## config.mk

```make
export PLATFORM = sky130hd
export DESIGN_NAME = base64_stream_codec
export DESIGN_NICKNAME = d
export VERILOG_FILES = /design/src/design/b64sc_pkg.sv /design/src/design/b64sc_step.sv /design/src/design/base64_stream_codec.sv
export SDC_FILE = /design/constraint.sdc
export NUM_CORES = 1
export LEC_CHECK = 0
export BUFFER_PORTS_ARGS = -buffer_cell sky130_fd_sc_hd__buf_2
export CORE_MARGIN = 1
export CORE_UTILIZATION = 48
export DETAILED_ROUTE_END_ITERATION = 6
export GPL_TIMING_DRIVEN = 1
export PLACE_DENSITY = 0.7
export SLEW_MARGIN = 20
export SYNTH_ARGS = -nofsm -noshare
export SYNTH_HDL_FRONTEND = slang
export SYNTH_HIERARCHICAL = 1
export SYNTH_SLANG_ARGS = --single-unit
export TNS_END_PERCENT = 5
```

## constraint.sdc

```tcl
create_clock -name clk_i -period 3.7 [get_ports clk_i]
set_input_delay 0.555 -clock clk_i [delete_from_list [all_inputs] [get_ports clk_i]]
set_output_delay 0.555 -clock clk_i [all_outputs]
set_load 0.01 [all_outputs]
```

## src/design/b64sc_pkg.sv

```systemverilog
// ----------------------------------------------------------------------------
// b64sc_pkg
// Shared types, constants and character mapping functions for the base64
// stream codec.
// ----------------------------------------------------------------------------
package b64sc_pkg;

  // Operating mode, as held in the mode register
  typedef enum logic {
    MODE_ENCODE = 1'b0,
    MODE_DECODE = 1'b1
  } mode_e;

  // Register word index (paddr bit 2)
  localparam logic REG_MODE = 1'b0;

  // Padding character
  localparam logic [7:0] PAD_CHAR = 8'h3D;

  // Results one input transfer can cause
  localparam int unsigned MaxResults = 4;

  // Group state carried from one input transfer to the next
  typedef struct packed {
    logic [23:0] group_buf;  // collected bytes or sextets, newest low
    logic [1:0]  group_cnt;  // items held
    logic        stopped;    // decode met '=' or a non-alphabet byte
  } grp_state_t;

  // Results of one input transfer, handed to the output buffer
  typedef struct packed {
    logic [MaxResults-1:0][7:0] bytes;  // entry 0 goes out first
    logic [1:0]                 last_idx;  // index of the final entry
    logic                       any;       // at least one result
    logic                       eom;       // last entry closes the message
  } res_bundle_t;

  // Sextet to alphabet character
  function automatic logic [7:0] b64_char(logic [5:0] v);
    logic [7:0] c;
    c = {2'b00, v};
    if (v < 6'd26) begin
      b64_char = c + 8'd65;  // 'A'
    end else if (v < 6'd52) begin
      b64_char = c + 8'd71;  // 'a' - 26
    end else if (v < 6'd62) begin
      b64_char = c - 8'd4;   // '0' - 52
    end else if (v == 6'd62) begin
      b64_char = 8'h2B;      // '+'
    end else begin
      b64_char = 8'h2F;      // '/'
    end
  endfunction

  // Character to sextet; bit 6 set marks a character outside the alphabet
  function automatic logic [6:0] b64_sextet(logic [7:0] c);
    if (c inside {[8'h41:8'h5A]}) begin
      b64_sextet = {1'b0, 6'(c - 8'h41)};
    end else if (c inside {[8'h61:8'h7A]}) begin
      b64_sextet = {1'b0, 6'(c - 8'd71)};
    end else if (c inside {[8'h30:8'h39]}) begin
      b64_sextet = {1'b0, 6'(c + 8'd4)};
    end else if (c == 8'h2B) begin
      b64_sextet = 7'd62;
    end else if (c == 8'h2F) begin
      b64_sextet = 7'd63;
    end else begin
      b64_sextet = 7'h40;
    end
  endfunction

endpackage

```

## src/design/b64sc_step.sv

```systemverilog
// ----------------------------------------------------------------------------
// b64sc_step
// Combinational group logic: from the held group state, the mode and one
// input byte it works out the next group state and up to four results.
// ----------------------------------------------------------------------------
module b64sc_step
  import b64sc_pkg::*;
(
  input  mode_e       mode_i,
  input  grp_state_t  state_i,
  input  logic [7:0]  data_byte_i,
  input  logic        end_of_message_i,
  output grp_state_t  state_o,
  output res_bundle_t res_o
);

  logic [23:0] enc_shift;
  logic [23:0] dec_shift;
  logic [6:0]  sx;
  logic [1:0]  cnt_inc;

  assign enc_shift = {state_i.group_buf[15:0], data_byte_i};
  assign sx        = b64_sextet(data_byte_i);
  assign dec_shift = {state_i.group_buf[17:0], sx[5:0]};
  assign cnt_inc   = state_i.group_cnt + 2'd1;

  always_comb begin
    state_o         = state_i;
    res_o.bytes     = '0;
    res_o.last_idx  = 2'd0;
    res_o.any       = 1'b0;
    res_o.eom       = end_of_message_i;

    if (mode_i == MODE_ENCODE) begin
      if (state_i.group_cnt == 2'd2) begin
        // full group: four characters
        res_o.bytes[0] = b64_char(enc_shift[23:18]);
        res_o.bytes[1] = b64_char(enc_shift[17:12]);
        res_o.bytes[2] = b64_char(enc_shift[11:6]);
        res_o.bytes[3] = b64_char(enc_shift[5:0]);
        res_o.last_idx = 2'd3;
        res_o.any      = 1'b1;
        state_o.group_buf = '0;
        state_o.group_cnt = 2'd0;
      end else begin
        state_o.group_buf = enc_shift;
        state_o.group_cnt = cnt_inc;
        // flush of a partial group, padded to four
        if (end_of_message_i) begin
          res_o.any      = 1'b1;
          res_o.last_idx = 2'd3;
          res_o.bytes[3] = PAD_CHAR;
          if (cnt_inc == 2'd1) begin
            res_o.bytes[0] = b64_char(data_byte_i[7:2]);
            res_o.bytes[1] = b64_char({data_byte_i[1:0], 4'b0000});
            res_o.bytes[2] = PAD_CHAR;
          end else begin
            res_o.bytes[0] = b64_char(enc_shift[15:10]);
            res_o.bytes[1] = b64_char(enc_shift[9:4]);
            res_o.bytes[2] = b64_char({enc_shift[3:0], 2'b00});
          end
        end
      end
    end else begin
      if (!state_i.stopped) begin
        if (sx[6]) begin
          state_o.stopped = 1'b1;
        end else if (state_i.group_cnt == 2'd3) begin
          // full group: three bytes
          res_o.bytes[0] = dec_shift[23:16];
          res_o.bytes[1] = dec_shift[15:8];
          res_o.bytes[2] = dec_shift[7:0];
          res_o.last_idx = 2'd2;
          res_o.any      = 1'b1;
          state_o.group_buf = '0;
          state_o.group_cnt = 2'd0;
        end else begin
          state_o.group_buf = dec_shift;
          state_o.group_cnt = cnt_inc;
        end
      end
      // flush of a partial group: n sextets give n-1 bytes
      if (end_of_message_i) begin
        if (state_o.group_cnt == 2'd2) begin
          res_o.bytes[0] = state_o.group_buf[11:4];
          res_o.last_idx = 2'd0;
          res_o.any      = 1'b1;
        end else if (state_o.group_cnt == 2'd3) begin
          res_o.bytes[0] = state_o.group_buf[17:10];
          res_o.bytes[1] = state_o.group_buf[9:2];
          res_o.last_idx = 2'd1;
          res_o.any      = 1'b1;
        end
      end
    end

    // message end empties the group
    if (end_of_message_i) begin
      state_o.group_buf = '0;
      state_o.group_cnt = 2'd0;
      state_o.stopped   = 1'b0;
    end
  end

endmodule

```

## src/design/base64_stream_codec.sv

```systemverilog
// ----------------------------------------------------------------------------
// base64_stream_codec
// Base64 encoder/decoder on a byte stream with message framing; mode set
// through an APB-style register port.
// ----------------------------------------------------------------------------
//
//  Channel | Direction | Handshake            | Payload
//  --------+-----------+----------------------+------------------------------
//  in      | sink      | in_valid_i/in_ready_o | data_byte_i, end_of_message_i
//  out     | source    | out_valid_o/out_ready_i | out_byte_o, out_last_o
//  cfg     | APB slave | psel/penable/pready  | paddr, pwdata, prdata
//
// An input transfer is worked combinationally into a registered result buffer
// of up to four entries, which drains one output transfer per cycle while
// out_ready_i is high. A transfer with no results leaves the buffer empty;
// one with results holds off further input until its final entry has left
// through the single output port. The next input is taken in the cycle the
// final entry leaves. Reset clears the mode to encode and empties group state
// and buffer; a mode write also empties the group. Output stalls hold the
// buffer and back-pressure input.
//
module base64_stream_codec
  import b64sc_pkg::*;
(
  input  logic        clk_i,
  input  logic        rst_ni,
  // input stream
  input  logic        in_valid_i,
  output logic        in_ready_o,
  input  logic [7:0]  data_byte_i,
  input  logic        end_of_message_i,
  // output stream
  output logic        out_valid_o,
  input  logic        out_ready_i,
  output logic [7:0]  out_byte_o,
  output logic        out_last_o,
  // register port
  input  logic        psel,
  input  logic        penable,
  input  logic        pwrite,
  input  logic [2:0]  paddr,
  input  logic [31:0] pwdata,
  output logic [31:0] prdata,
  output logic        pready
);

  mode_e       mode_q;
  grp_state_t  state_q, state_d;
  res_bundle_t res_d, buf_q;
  logic        buf_valid_q;
  logic [1:0]  rd_idx_q;
  logic        in_xfer, out_xfer, buf_done, cfg_wr;

  // register port
  assign pready = 1'b1;
  assign cfg_wr = psel && penable && pwrite && (paddr[2] == REG_MODE);
  assign prdata = (paddr[2] == REG_MODE) ? {31'd0, mode_q} : 32'd0;

  always_ff @(posedge clk_i or negedge rst_ni) begin
    if (!rst_ni) begin
      mode_q <= MODE_ENCODE;
    end else if (cfg_wr) begin
      mode_q <= mode_e'(pwdata[0]);
    end
  end

  // group logic
  b64sc_step u_step (
    .mode_i          (mode_q),
    .state_i         (state_q),
    .data_byte_i     (data_byte_i),
    .end_of_message_i(end_of_message_i),
    .state_o         (state_d),
    .res_o           (res_d)
  );

  // handshakes
  assign out_xfer   = out_valid_o && out_ready_i;
  assign buf_done   = rd_idx_q == buf_q.last_idx;
  assign in_ready_o = !buf_valid_q || (out_ready_i && buf_done);
  assign in_xfer    = in_valid_i && in_ready_o;

  // group state
  always_ff @(posedge clk_i or negedge rst_ni) begin
    if (!rst_ni) begin
      state_q <= '0;
    end else if (cfg_wr) begin
      state_q <= '0;
    end else if (in_xfer) begin
      state_q <= state_d;
    end
  end

  // result buffer control
  always_ff @(posedge clk_i or negedge rst_ni) begin
    if (!rst_ni) begin
      buf_valid_q <= 1'b0;
      rd_idx_q    <= 2'd0;
    end else if (in_xfer && res_d.any) begin
      buf_valid_q <= 1'b1;
      rd_idx_q    <= 2'd0;
    end else if (out_xfer) begin
      if (buf_done) begin
        buf_valid_q <= 1'b0;
        rd_idx_q    <= 2'd0;
      end else begin
        rd_idx_q <= rd_idx_q + 2'd1;
      end
    end
  end

  // result buffer payload
  always_ff @(posedge clk_i) begin
    if (in_xfer && res_d.any) begin
      buf_q <= res_d;
    end
  end

  assign out_valid_o = buf_valid_q;
  assign out_byte_o  = buf_q.bytes[rd_idx_q];
  assign out_last_o  = buf_q.eom && buf_done;

endmodule
```

==> impl_metrics.yaml <==
status:
  status: "finished, final reports clean"
critical_path:
  path_delay_family: "compound AO/OA/AOI/OAI gates"
  crit_slowest_cell: "a311o_1"
  crit_top_cell: "buf_4"
  worst-path-max-fanout: 11
  endpoint_kind: "flop"
  startpoint_type: "primary input"
  path_cells: "buf_2 > inv_1 > ha_1 > nand2b_1 > a311o_1 > a21bo_2 > o21ai_2 > buf_4 > a211oi_1 > buf_4 > a221oi_1 > a211oi_1 > buf_4"
  worstSetupPathType: "primary input to flop"
  cp_slowest_stage_delay_ps: 460
  cp.buffers_inverters: 5
  crit_arrival_ps: 3440
  critPathRequiredTime_ps: 3790
clock_network:
  clockBufferDepth: 2
  ctsHoldBuffers: 0
  htree_num_levels: 3
  postCtsResizedCells: 0
  cts-root-buf: "clkbuf_16"
  clock_latency_ps: 340
  cts_tree: "done"
  numCtsBuffers: 9
  cts.sinks: 60
  postCtsSetupRepairBufs: 0
  clkTransAtPathRegs_ps: 50
sta:
  clock_skew_ps: 11.0
  fin_crit_ps: 3350
  rsz0062_at_grt: "false"
  final.setup.tns_ps: 0
  max_slew_margin_pct: 42.8
  post-route-period-util_pct: 90.5
  slew_violations: 0
  finalHoldViolations: 0
  max_freq_mhz: 299
  setup_ws_ps: 351
  setup_viol: 0
  tightestPinTransition_ps: 847
power:
  peakVddDrop_mv: 0.498
  p_per_area_nw_per_um2: 805
  p_leak_nw: 3.44
  power.total_w: 0.00712
die:
  io-pin-count: 95
  initial_core_util_pct: 48.9
  die_h_um: 132
  chipWidth_um: 132
  rows: 47
  coreArea_um2: 16500
  die_area_um2: 17300
cells_and_area:
  diodes: 0
  final_cell_count_no_fill: 1290
  drive_gt1_share_pct: 16.4
  fin_nets: 1161
  nFillCells: 1546
  synthToLayoutAreaGrowth_pct: 9.58
synth:
  syn_area_um2: 8080
  syn_inst: 1054
  ys_warn_count: 6
  avgSynthCellArea_um2: 7.66
global_route:
  grt_max_degree: 64
  grt_pass1_wl_um: 45400
  grt_antenna_before_repair: 2
  grt_pass1_vias: 7794
  track_usage_pct: 33.3
  overflow: 0
placed_design:
  port_buffers: 29
  detailedPlace.worstSlack_ps: 127
  place_hpwl_um: 21300
  gp_congestion: 1.02
  placed_cells: 1274
job:
  max-cap-violations: 0
detailed_routing:
  vias: 8955
  firstDrtPassIters: 7
  viasPerCell: 6.94
  post_drt_wl_per_cell_um: 22.7
  drtAntennaViolNets: 0
  route.detailed.drc: 0
  finalWirelength_um: 29300
  drt_iter0_drc: 1665
worst_hold_path:
  hold_path_class: "primary input to asynchronous set/reset pin"
layout by cell type, fill, tap and decap left out, types with 9 or more instances in the layout:
cell,instances
o2111ai_1,28
a21o_1,11
a21oi_1,77
dfrtp_1,24
xnor2_1,22
a211oi_1,15
inv_1,34
nor2_1,69
a221oi_1,10
nand2_1,88
mux2_2,9
o211ai_1,49
o211ai_2,9
buf_2,29
conb_1,32
a22oi_1,11
ha_1,44
nand4_1,11
edfxtp_1,35
nand2b_1,15
nand3_1,70
o21ai_0,54
buf_4,82
mux2i_1,12
a31oi_1,17
nor2b_1,17
clkbuf_16,9
nor3_1,28
cell type report:
| cell class | count | area [µm²] | share of cell area [%] |
|---|---|---|---|
| Multi-Input combinational cell | 841 | 5680 | 64.1 |
| Sequential cell | 60 | 1680 | 19.0 |
| Timing Repair Buffer | 112 | 781 | 8.82 |
| Tap cell | 220 | 275 | 3.11 |
| Clock buffer | 11 | 233 | 2.63 |
| Inverter | 41 | 154 | 1.74 |
| Clock inverter | 5 | 52.6 | 0.594 |
metrics by stage:
| stage | hold WS, ps | util (%) | instance area, µm² |
|---|---|---|---|
| after floorplan | 259 | - | 8240 |
| after global placement | 584 | 51.8 | 8560 |
| after detailed placement | 593 | 51.8 | 8560 |
| after CTS | 235 | 53.5 | 8850 |
| after global routing | 257 | 53.5 | 8850 |
| final | 216 | 53.5 | 8850 |
layer usage:
metal / share of wire [%] / track usage, %
met3: 10 / 5.40
met5: 0.18 / 0
met2: 44 / 50.8
met1: 41 / 47.1
met4: 4.2 / 12.9
report_power, final:
group          total [W]  switching, W  internal (W)
clock           0.000818      0.000300      0.000517
sequential       0.00144      0.000446      0.000994
combinational    0.00486       0.00306       0.00180
flip-flops by register name (all words and copies together) (netlist names):
signal / cells
state_q: 21
out_valid_o: 1
rd_idx_q: 2
buf_q: 35
mode_q: 1
worst register-to-register path, stage by stage, from the launching register on:
cell and delay [ps]:
dfrtp_1 550, ha_1 400, a21o_1 140, a21o_1 290
o21ai_0 150, a221oi_1 620, a31oi_1 200, a221oi_1 310
a211oi_1 100, buf_4 160
worst paths after layout:
kind                                     start          end  slack (ps)  depth (start not counted)
worst max-delay path            data_byte_i[0]     buf_q[5]         350                         13
worst min-delay path                    rst_ni  rd_idx_q[0]         220                          1
worst max register to register      state_q[8]     buf_q[5]         540                          9
worst min register to register     state_q[20]  state_q[20]         640                          2
max in group asynchronous               rst_ni       mode_q        3060                          1
min in group clk_i                   pwdata[0]       mode_q         440                          2
Note: power is estimated with default switching activity, not from simulation.
